### src/design/nq_pkg.sv
`timescale 1ns / 1ps
package nq_pkg;

	// Largest board the cell chain can hold; one cell per column.
	localparam int MAX_SIZE = 16;
	localparam int ROW_W = $clog2(MAX_SIZE);
	// Board size field on the input stream.
	localparam int SIZE_W = 5;
	// Column and row fields on the output stream.
	localparam int FIELD_W = 4;
	localparam int IN_TDATA_W = 8;
	localparam int OUT_TDATA_W = 16;
	localparam int OUT_PAD_W = OUT_TDATA_W - 2 * FIELD_W - 1;
	localparam int IN_PAD_W = IN_TDATA_W - SIZE_W;

	typedef logic [MAX_SIZE-1:0] nq_mask_t;

	// Command from the sequencer to one column cell.
	typedef struct packed {
		logic active;
		logic resume;
	} nq_cmd_t;

	// Outcome of one search step in the active cell.
	typedef struct packed {
		logic placed;
		logic exhausted;
	} nq_status_t;

endpackage

### src/design/nq_cell.sv
`timescale 1ns / 1ps
// One board column. It keeps its queen and the occupancy masks it hands on to
// the next column, with the diagonal masks already shifted for that column.
module nq_cell import nq_pkg::*; (
	input  logic              clk,
	input  nq_cmd_t           cmd,
	input  nq_mask_t          size_mask,
	input  nq_mask_t          row_in,
	input  nq_mask_t          dn_in,
	input  nq_mask_t          up_in,
	output nq_mask_t          row_out,
	output nq_mask_t          dn_out,
	output nq_mask_t          up_out,
	output logic [ROW_W-1:0]  queen_row,
	output nq_status_t        status
);

	logic [ROW_W-1:0] queen_q;
	nq_mask_t         row_q;
	nq_mask_t         dn_q;
	nq_mask_t         up_q;
	nq_mask_t         above;
	nq_mask_t         cand;
	nq_mask_t         pick_oh;
	logic [ROW_W-1:0] pick_idx;

	// When resuming after a backtrack, only rows past the old queen are tried.
	always_comb begin
		for (int i = 0; i < MAX_SIZE; i++) begin
			above[i] = (i > int'(queen_q));
		end
	end

	assign cand    = ~(row_in | dn_in | up_in) & size_mask & (cmd.resume ? above : '1);
	assign pick_oh = cand & (~cand + nq_mask_t'(1));

	always_comb begin
		pick_idx = '0;
		for (int i = MAX_SIZE - 1; i >= 0; i--) begin
			if (cand[i]) begin
				pick_idx = ROW_W'(i);
			end
		end
	end

	assign status.placed    = cmd.active && (|cand);
	assign status.exhausted = cmd.active && !(|cand);

	always_ff @(posedge clk) begin
		if (status.placed) begin
			queen_q <= pick_idx;
			row_q   <= row_in | pick_oh;
			dn_q    <= (dn_in | pick_oh) << 1;
			up_q    <= (up_in | pick_oh) >> 1;
		end
	end

	assign row_out   = row_q;
	assign dn_out    = dn_q;
	assign up_out    = up_q;
	assign queen_row = queen_q;

endmodule

### src/design/nq_ctrl.sv
`timescale 1ns / 1ps
// Search sequencer and output register.
module nq_ctrl import nq_pkg::*; (
	input  logic                    clk,
	input  logic                    arst_n,
	input  logic                    s_tvalid,
	output logic                    s_tready,
	input  logic [IN_TDATA_W-1:0]   s_tdata,
	output logic                    m_tvalid,
	input  logic                    m_tready,
	output logic [OUT_TDATA_W-1:0]  m_tdata,
	output logic                    m_tlast,
	output nq_cmd_t                 cmds [MAX_SIZE],
	output nq_mask_t                size_mask,
	input  nq_status_t              status [MAX_SIZE],
	input  logic [ROW_W-1:0]        queen_rows [MAX_SIZE]
);

	typedef enum logic [1:0] {
		ST_IDLE,
		ST_SEARCH,
		ST_EMIT
	} state_t;

	state_t             state_q;
	logic [SIZE_W-1:0]  n_q;
	logic [ROW_W-1:0]   col_q;
	logic               resume_q;
	logic               found_q;
	logic [ROW_W-1:0]   emit_q;
	logic               m_tvalid_q;
	logic [FIELD_W-1:0] col_out_q;
	logic [FIELD_W-1:0] row_out_q;
	logic               found_out_q;
	logic               last_q;

	logic [SIZE_W-1:0]  size_in;
	logic [SIZE_W-1:0]  n_sat;
	nq_status_t         cur;
	logic               last_col;
	logic               last_beat;
	logic               out_free;
	logic               load_out;

	assign size_in   = s_tdata[SIZE_W-1:0];
	assign n_sat     = (size_in > SIZE_W'(MAX_SIZE)) ? SIZE_W'(MAX_SIZE) : size_in;
	assign s_tready  = (state_q == ST_IDLE);
	assign cur       = status[col_q];
	assign last_col  = ((SIZE_W'(col_q) + SIZE_W'(1)) == n_q);
	assign last_beat = !found_q || ((SIZE_W'(emit_q) + SIZE_W'(1)) == n_q);
	assign out_free  = !m_tvalid_q || m_tready;
	assign load_out  = (state_q == ST_EMIT) && out_free;

	always_comb begin
		for (int i = 0; i < MAX_SIZE; i++) begin
			size_mask[i]     = (i < int'(n_q));
			cmds[i].active   = (state_q == ST_SEARCH) && (col_q == ROW_W'(i));
			cmds[i].resume   = resume_q;
		end
	end

	always_ff @(posedge clk or negedge arst_n) begin
		if (!arst_n) begin
			state_q     <= ST_IDLE;
			n_q         <= '0;
			col_q       <= '0;
			resume_q    <= 1'b0;
			found_q     <= 1'b0;
			emit_q      <= '0;
			m_tvalid_q  <= 1'b0;
			col_out_q   <= '0;
			row_out_q   <= '0;
			found_out_q <= 1'b0;
			last_q      <= 1'b0;
		end else begin
			if (load_out) begin
				m_tvalid_q <= 1'b1;
			end else if (m_tready) begin
				m_tvalid_q <= 1'b0;
			end
			unique case (state_q)
				ST_IDLE: begin
					if (s_tvalid) begin
						n_q      <= n_sat;
						col_q    <= '0;
						resume_q <= 1'b0;
						emit_q   <= '0;
						found_q  <= 1'b0;
						state_q  <= (n_sat == '0) ? ST_EMIT : ST_SEARCH;
					end
				end
				ST_SEARCH: begin
					if (cur.placed) begin
						if (last_col) begin
							found_q <= 1'b1;
							emit_q  <= '0;
							state_q <= ST_EMIT;
						end else begin
							col_q    <= col_q + ROW_W'(1);
							resume_q <= 1'b0;
						end
					end else if (col_q == '0) begin
						found_q <= 1'b0;
						emit_q  <= '0;
						state_q <= ST_EMIT;
					end else begin
						col_q    <= col_q - ROW_W'(1);
						resume_q <= 1'b1;
					end
				end
				ST_EMIT: begin
					if (out_free) begin
						col_out_q   <= found_q ? FIELD_W'(emit_q) : '0;
						row_out_q   <= found_q ? FIELD_W'(queen_rows[emit_q]) : '0;
						found_out_q <= found_q;
						last_q      <= last_beat;
						emit_q      <= emit_q + ROW_W'(1);
						if (last_beat) begin
							state_q <= ST_IDLE;
						end
					end
				end
				default: begin
					state_q <= ST_IDLE;
				end
			endcase
		end
	end

	assign m_tvalid = m_tvalid_q;
	assign m_tdata  = {{OUT_PAD_W{1'b0}}, found_out_q, row_out_q, col_out_q};
	assign m_tlast  = last_q;

endmodule

### src/design/n_queens_first_solution.sv
// First solution of the N-queens puzzle by depth-first backtracking.
// Each input beat on the slave stream carries a board size (1 to 16; larger
// sizes saturate to 16, size 0 counts as unsolvable). The block places one
// queen per column, trying rows in ascending order, and answers on the master
// stream with one beat per column giving that column's queen row, found set,
// and tlast on the final column. When no solution exists (sizes 2 and 3) it
// sends a single beat with column and row zero, found clear and tlast set.
// The search runs in a chain of column cells. Each cell keeps its queen and
// the row and diagonal masks it passes to the next cell; the active cell
// decides to place or give up combinationally, so the search takes one
// placement or backtrack step per cycle, then sends one output beat per cycle
// while the receiver accepts. One board is handled at a time: tready is high
// only while the sequencer is idle. A finished beat waits in the output
// register while the receiver stalls, and the next board may be taken as soon
// as the last beat is loaded there. Reset returns the sequencer to idle and
// drops tvalid; the cell masks need no clearing, since every search rebuilds
// them from column zero.
`timescale 1ns / 1ps
module n_queens_first_solution import nq_pkg::*; (
	input  logic                    clk,
	input  logic                    arst_n,
	input  logic                    s_tvalid,
	output logic                    s_tready,
	input  logic [IN_TDATA_W-1:0]   s_tdata,   // [4:0] board_size, [7:5] zero
	output logic                    m_tvalid,
	input  logic                    m_tready,
	output logic [OUT_TDATA_W-1:0]  m_tdata,   // [3:0] column_index, [7:4] queen_row,
	                                           // [8] found, [15:9] zero
	output logic                    m_tlast
);

	nq_cmd_t          cmds       [MAX_SIZE];
	nq_status_t       status     [MAX_SIZE];
	logic [ROW_W-1:0] queen_rows [MAX_SIZE];
	nq_mask_t         size_mask;
	// Masks between neighboring cells; entry zero feeds the first column.
	nq_mask_t         row_c      [MAX_SIZE+1];
	nq_mask_t         dn_c       [MAX_SIZE+1];
	nq_mask_t         up_c       [MAX_SIZE+1];
	logic [MAX_SIZE-1:0] placed_vec;
	logic [MAX_SIZE-1:0] exhausted_vec;

	assign row_c[0] = '0;
	assign dn_c[0]  = '0;
	assign up_c[0]  = '0;

	for (genvar g = 0; g < MAX_SIZE; g++) begin : g_col
		nq_cell u_cell (
			.clk       (clk),
			.cmd       (cmds[g]),
			.size_mask (size_mask),
			.row_in    (row_c[g]),
			.dn_in     (dn_c[g]),
			.up_in     (up_c[g]),
			.row_out   (row_c[g+1]),
			.dn_out    (dn_c[g+1]),
			.up_out    (up_c[g+1]),
			.queen_row (queen_rows[g]),
			.status    (status[g])
		);
		assign placed_vec[g]    = status[g].placed;
		assign exhausted_vec[g] = status[g].exhausted;
	end

	nq_ctrl u_ctrl (
		.clk        (clk),
		.arst_n     (arst_n),
		.s_tvalid   (s_tvalid),
		.s_tready   (s_tready),
		.s_tdata    (s_tdata),
		.m_tvalid   (m_tvalid),
		.m_tready   (m_tready),
		.m_tdata    (m_tdata),
		.m_tlast    (m_tlast),
		.cmds       (cmds),
		.size_mask  (size_mask),
		.status     (status),
		.queen_rows (queen_rows)
	);

	// Only the active column may act, and it either places or gives up.
	a_one_step: assert property (@(posedge clk) disable iff (!arst_n)
		$onehot0({placed_vec, exhausted_vec}))
		else $error("more than one cell acted in a search step");

	// An unsolvable board is answered by one beat with zero column and row.
	a_fail_beat: assert property (@(posedge clk) disable iff (!arst_n)
		(m_tvalid && !m_tdata[2*FIELD_W]) |-> (m_tlast && (m_tdata[2*FIELD_W-1:0] == '0)))
		else $error("no-solution beat is malformed");

	// A beat that waits for the receiver keeps its last mark.
	a_hold_last: assert property (@(posedge clk) disable iff (!arst_n)
		($past(m_tvalid) && !$past(m_tready)) |-> (m_tvalid && $stable(m_tlast)))
		else $error("stalled beat changed");

endmodule
### config.mk
export PLATFORM = sky130hd
export DESIGN_NAME = n_queens_first_solution
export DESIGN_NICKNAME = d
export VERILOG_FILES = /design/src/design/nq_pkg.sv /design/src/design/nq_cell.sv /design/src/design/nq_ctrl.sv /design/src/design/n_queens_first_solution.sv
export SDC_FILE = /design/constraint.sdc
export NUM_CORES = 2
export LEC_CHECK = 0
export BUFFER_PORTS_ARGS = -buffer_cell sky130_fd_sc_hd__buf_2
export CAP_MARGIN = 20
export CELL_PAD_IN_SITES_DETAIL_PLACEMENT = 0
export CELL_PAD_IN_SITES_GLOBAL_PLACEMENT = 1
export CORE_ASPECT_RATIO = 0.9
export CORE_MARGIN = 3
export CORE_UTILIZATION = 45
export CTS_BUF_LIST = sky130_fd_sc_hd__clkbuf_4
export DETAILED_ROUTE_END_ITERATION = 6
export PLACE_DENSITY_LB_ADDON = 0.3
export SETUP_SLACK_MARGIN = 0.2
export SLEW_MARGIN = 10
export SYNTH_ARGS = -nofsm -noshare
export SYNTH_HDL_FRONTEND = slang
export SYNTH_SLANG_ARGS = --single-unit
### constraint.sdc
create_clock -name clk -period 16.63 [get_ports clk]
set_input_delay 2.4945 -clock clk [delete_from_list [all_inputs] [get_ports clk]]
set_output_delay 2.4945 -clock clk [all_outputs]
set_load 0.03 [all_outputs]
Word level (Yosys, flattened, before mapping)
Index checks and enable logic that the tools add are counted.
{"block": "word_totals", "regBits": 782, "latchBits": 0, "mem_bits_rw": 0, "romBits": 0, "input_bits": 12, "output_inout_bits": 19, "elab_cells": 1014, "mem_count": 0}
{"block": "op_classes", "n_addsub": 20, "mul": 0, "n_div": 0, "magnitude_cmp": 259, "eq_ne": 26, "n_shift": 0, "muxes": 294, "bitwise": 150, "reduce_logical": 145}
{"cell": "$and A16 B16 Y16", "count": 46}
{"cell": "$mux W4", "count": 140}
{"cell": "$gt A4 B4 Y1 const A", "count": 128}
{"cell": "$not A16 Y16", "count": 30}
{"cell": "$or A16 B16 Y16", "count": 29}
{"cell": "$gt A3 B4 Y1 const A", "count": 64}
{"cell": "$mux W16", "count": 16}
{"cell": "$reduce_or A16 Y1", "count": 16}
{"cell": "$add A16 B1 Y16 const B", "count": 15}
{"cell": "$or A16 B15 Y16", "count": 15}
{"cell": "$or A15 B16 Y16", "count": 14}
{"cell": "$or A15 B15 Y15", "count": 14}
{"cell": "$mux W3", "count": 64}
{"cell": "$gt A2 B4 Y1 const A", "count": 32}
{"cell": "$reduce_or A8 Y1", "count": 16}
{"cell": "$mux W2", "count": 41}
{"cell": "$gt A1 B4 Y1 const A", "count": 16}
{"cell": "$reduce_or A4 Y1", "count": 16}
{"cell": "$logic_and A1 B1 Y1", "count": 49}
{"cell": "$lt A4 B5 Y1 const A", "count": 8}
{"cell": "$eq A4 B4 Y1 const B", "count": 8}
{"cell": "$reduce_or A2 Y1", "count": 16}
{"cell": "$mux W1", "count": 25}
{"cell": "$lt A3 B5 Y1 const A", "count": 4}
{"cell": "35 further kinds", "count": 72}

Logic depth before layout (Yosys ltp)
{"block": "logic_depth", "ltp_word": 20, "ltp_mapped": 18, "ltp_nobuf": 12}

Cells and area by module
From an unflattened synthesis, not the netlist that was laid out.
{"block": "hier_totals", "cells_unflattened": 4086, "hier_area_um2": 46638.5}
{"mod": "nq_cell", "instances": 16, "cells_per_inst": 237, "area_per_inst_um2": 2745.1, "seq_area_each_um2": 1501.4}
{"mod": "nq_ctrl", "instances": 1, "cells_per_inst": 293, "area_per_inst_um2": 2712.6, "seq_area_each_um2": 700.7}
{"mod": "n_queens_first_solution", "instances": 1, "cells_per_inst": 1, "area_per_inst_um2": 3.8, "seq_area_each_um2": 0.0}

Least setup slack after synthesis
Ideal clock, no wire load.
{"block": "synth_path", "kind": "flip-flop to flip-flop", "from": "reg u_ctrl.resume_q", "to": "reg u_ctrl.col_q[0]", "setup_ps": 125, "t_arrival_ps": 7373, "setup_slack_ps": 9132, "stages_incl_launch_ff": 17, "n_path_buf": 6, "synth_period_minus_slack_ps": 7498, "path_cell_list": "dfrtp_1 -> buf_2 -> buf_6 -> buf_6 -> buf_6 -> buf_4 -> a2111oi_2 -> o21ai_0 -> a21boi_1 -> nor4_1 -> a211oi_1 -> nor4_1 -> a211oi_1 -> o41ai_4 -> or2_1 -> buf_6 -> mux2_2"}
{"element": "from (decl)", "line": "nq_ctrl.sv:28", "text": "logic resume_q;"}
{"element": "from (signal assigned)", "line": "nq_ctrl.sv:67", "text": "resume_q <= 1'b0;"}
{"element": "from (signal assigned)", "line": "nq_ctrl.sv:86", "text": "resume_q <= 1'b0;"}
{"element": "from (signal assigned)", "line": "nq_ctrl.sv:100", "text": "resume_q <= 1'b0;"}
{"element": "to (signal assigned)", "line": "nq_ctrl.sv:99", "text": "col_q <= col_q + ROW_W'(1);"}
{"element": "to (signal assigned)", "line": "nq_ctrl.sv:107", "text": "col_q <= col_q - ROW_W'(1);"}
{"element": "to (decl)", "line": "nq_ctrl.sv:27", "text": "logic [ROW_W-1:0] col_q;"}

Worst setup path in the final report
{"block": "layout_path", "from": "reg u_ctrl.resume_q", "to": "reg u_ctrl.resume_q"}
{"block": "layout_via", "elab_chain_cells": 9}
{"element": "$mux W16", "line": "nq_cell.sv:34", "text": "assign cand = ~(row_in | dn_in | up_in) & size_mask & (cmd.resume ? above : '1);"}
{"element": "$and A16 B16 Y16", "line": "nq_cell.sv:34"}
{"element": "$reduce_or A16 Y1", "line": "nq_cell.sv:46", "text": "assign status.placed = cmd.active && (|cand);"}
{"element": "$logic_and A1 B1 Y1", "line": "nq_cell.sv:46"}
{"element": "$bmux W2 S4 (*)", "line": "nq_ctrl.sv:48", "text": "assign cur = status[col_q];"}
{"element": "$mux W2 (not written as such) (*) (2 in a row)", "line": "nq_ctrl.sv:48"}
{"element": "$ne A3 B3 Y1 (no line), or another cell as far along"}
{"element": "$reduce_and A4 Y1 (no line) or $pmux W1 S2 (tied branches)"}
Every way passes the cells marked *; elsewhere a longest branch is shown, timed or not. The select of a mux whose other input is x is not followed.
A chain may end at the register's enable or synchronous reset.

==> run_results.csv <==
group,metric,value,unit
yosys,synth_top_area_share,57.4,%
yosys,synth_cell_type_count,94,
yosys,synth-seq-cells,752,
clocking,insertion_delay,1.06,ns
critical_path,criticalPathCategory,"flop to flop",
placement,dp_hpwl,83900,um
critical_path,end_kind,"flop",
cells_and_area,drive_above_1_share,22.5,%
placement,port_buffers,20,
clocking,cts_inserted_buffers,188,
timing,worst_slew_pin_slew,1.24,ns
grt,grt_max_degree,65,
hold_path,hold_class,"flop to flop",
critical_path,timing.critical_path.required,17.55,ns
critical_path,crit_fanout,56,
floorplanning,die_h,281,um
timing,fin_crit,5.64,ns
route,ant_nets,0,
clocking,holdBufCountCts,0,
critical_path,slowest_delay,0.80,ns
timing,final_max_slew_viol_count,0,
clocking,clkTransAtPathRegs,0.07,ns
grt,globalRouteTotalUtil,26.7,%
cells_and_area,nNetsFinal,3475,
critical_path,cp_common_cell,"buf_4",
floorplanning,die_w,312,um
floorplanning,core,83100,sq um
floorplanning,initial_core_util,45.6,%
placement,dp_cells,4388,
clocking,clock_path_buffers,3,
route,drcViolationCount,0,
clocking,cts_resized,0,
grt,grt_overflow_total,0,
yosys,syn_area,37900,sq um
yosys,avgSynthCellArea,11.4,sq um
floorplanning,row_count,100,
floorplanning,top_level_ports,31,
clocking,cts_root_buf,"clkbuf_4",
route,finalWirelength,117000,um
grt,grt_pass1_vias,28100,
timing,setup_slack,10.99,ns
cells_and_area,final_cells,4723,
timing,finalHoldViolCount,0,
floorplanning,dieArea,87700,sq um
grt,top_usage_layer,"met2",
grt,grtUsageMet2,43.2,%
critical_path,crit_arrival,6.56,ns
timing,hold_ws,0.472,ns
yosys,synth_ff_type,"edfxtp_1",
yosys,synth_cells,3332,
route,first_iter_violations,3220,
cells_and_area,layout_common_cells,"edfxtp_1, or2_2, nand2b_1",
job,cap_violations,0,
timing,fmax,177,MHz
timing,setup_viol,0,
grt,antenna_found_initial,4,
critical_path,critPathSlowestCell,"nor4_1",
route,post_drt_via_cell_ratio,6.09,
timing,max_slew_margin,16.8,%
route,drt-pass1-iter-count,6,
timing,rsz0062_at_grt,"false",
route,wl_per_cell,24.9,um
clocking,post_cts_buffers,0,
power,power_density,151,nW/um^2
placement,globalplace.congestion,0.944,
yosys,synth.largest_area_cell,"edfxtp_1",
timing,fin_setup_tns,0,ns
grt,grt.met3_usage,5.43,%
placement,post-place-ws,10.88,ns
power,leakagePower,15.0,nW
grt,grt_pass1_wl,175000,um
yosys,synthTopCellsByArea,"edfxtp_1, or2_2, nand2b_1",
power,vdd_ir_drop_max,115,uV
clocking,htree_levels,4,
grt,use_met1,34.5,%
timing,skew,0.0727,ns
placement,dpl_cell_area,39300,sq um
cells_and_area,fin_area,41800,sq um
cells_and_area,area_growth,10.4,%
route,num_vias,28800,
clocking,cts_sinks,752,
yosys,synth_edf_count,724,
critical_path,cp-start-kind,"flop",
clocking,cts_tree,"done",
timing,fin_crit_sh,33.9,%
yosys,ys_async_sr_fraction,3.72,%
critical_path,path_cells,"buf_4 > buf_4 > o41ai_1 > and3_1 > nor4_1 > nand3_1 > nor4_1 > o32a_1 > a211oi_1 > buf_4 > o41ai_4 > or2_1 > a22o_1",
cells_and_area,layout_commonest_cell,"edfxtp_1",
status,status,"completed",
yosys,ys_warn_count,0,
yosys,ys_seq_area_share,59.3,%
-- cells in the mapped netlist, types with 15 or more instances --
cell type / number
a21oi_1: 124
dfrtp_1: 28
a31oi_1: 26
buf_2: 40
a211oi_1: 36
o21ai_0: 127
nor2b_1: 20
and3_1: 49
inv_1: 39
o211ai_1: 83
nor2_1: 230
o211a_1: 36
or2_2: 351
nand2_1: 184
edfxtp_1: 724
nor4_1: 33
nand4_1: 55
or4_1: 22
clkbuf_1: 84
a211o_1: 15
nor3_1: 216
nand2b_1: 329
mux4_2: 20
and2_1: 22
o31ai_1: 24
or3_1: 34
nand3_1: 111
-- cells by family (layout without fill, tap and decap cells) --
| kind of cell | after synthesis | count (layout) | share of synthesized area [%] |
|---|---|---|---|
| compound gates | 631 | 631 | 11.6 |
| xor+xnor | 10 | 10 | 0.231 |
| fa+ha+maj | 6 | 6 | 0.198 |
| buf+inv | 188 | 447 | 2.18 |
| flops | 752 | 752 | 59.3 |
| mux | 28 | 28 | 1.42 |
| other cells | 1 | 11 | 0.00990 |
| simple gates | 1716 | 1716 | 25.1 |
-- worst max-delay path, delay by kind of cell, from the launching register on --
kind | cells | cell delay (ns)
compound gates | 5 | 1.04
simple gates | 5 | 2.36
flops | 1 | 0.58
buf+inv | 3 | 1.47
-- worst paths after layout --
path,startpoint,to,slack (ns),depth (start not counted)
max,u_ctrl.resume_q,u_ctrl.resume_q,10.99,13
min,u_ctrl.col_out_q[1],u_ctrl.col_out_q[1],0.47,2
max reg2reg,u_ctrl.resume_q,u_ctrl.resume_q,10.99,13
min reg2reg,u_ctrl.col_out_q[1],u_ctrl.col_out_q[1],0.47,2
max in group asynchronous,arst_n,u_ctrl.resume_q,14.56,1
min in group asynchronous,arst_n,u_ctrl.state_q[0],1.49,1
-- flip-flops by register name, summed over array words and instances, names as in the netlist, 5 cells and up --
signal	count
g_col.u_cell.row_out	240
g_col.u_cell.dn_out	210
g_col.u_cell.up_out	210
g_col.u_cell.queen_row	64
u_ctrl.n_q	5
-- power breakdown --
group / switching (mW) / total [mW] / leakage, nW / internal, mW
clock: 0.758 / 1.63 / 1.48 / 0.877
combinational: 1.57 / 2.20 / 6.65 / 0.633
sequential: 0.181 / 2.49 / 6.90 / 2.31
total: 2.51 / 6.33 / 15.0 / 3.82
-- layout make-up --
cell class	count	area (sq um)
sequential	752	22400
multi-input combinational	2398	14800
clock buffer	288	2160
tap	1122	1400
antenna	4	10.0
inverter	41	154
timing repair buffer	76	533
clock inverter	42	338
fill	7440	41300
-- metrics by stage --
| step | total power, mW | util [%] |
|---|---|---|
| 6_report | 6.33 | 50.3 |
| 5_1_grt | 6.62 | 50.3 |
| 4_1_cts | 6.33 | 50.3 |
| 3_5_place_dp | 4.68 | 47.3 |
| 3_3_place_gp | 4.66 | 47.3 |
| 2_1_floorplan | 3.75 | - |
-- per-layer routing --
metal,part of all wire (%),wire length (um)
met1,41,47600
met2,47,55100
met4,4.6,5370
met5,0,0
met3,7.9,9250
Power figures use the tool's default switching activity.
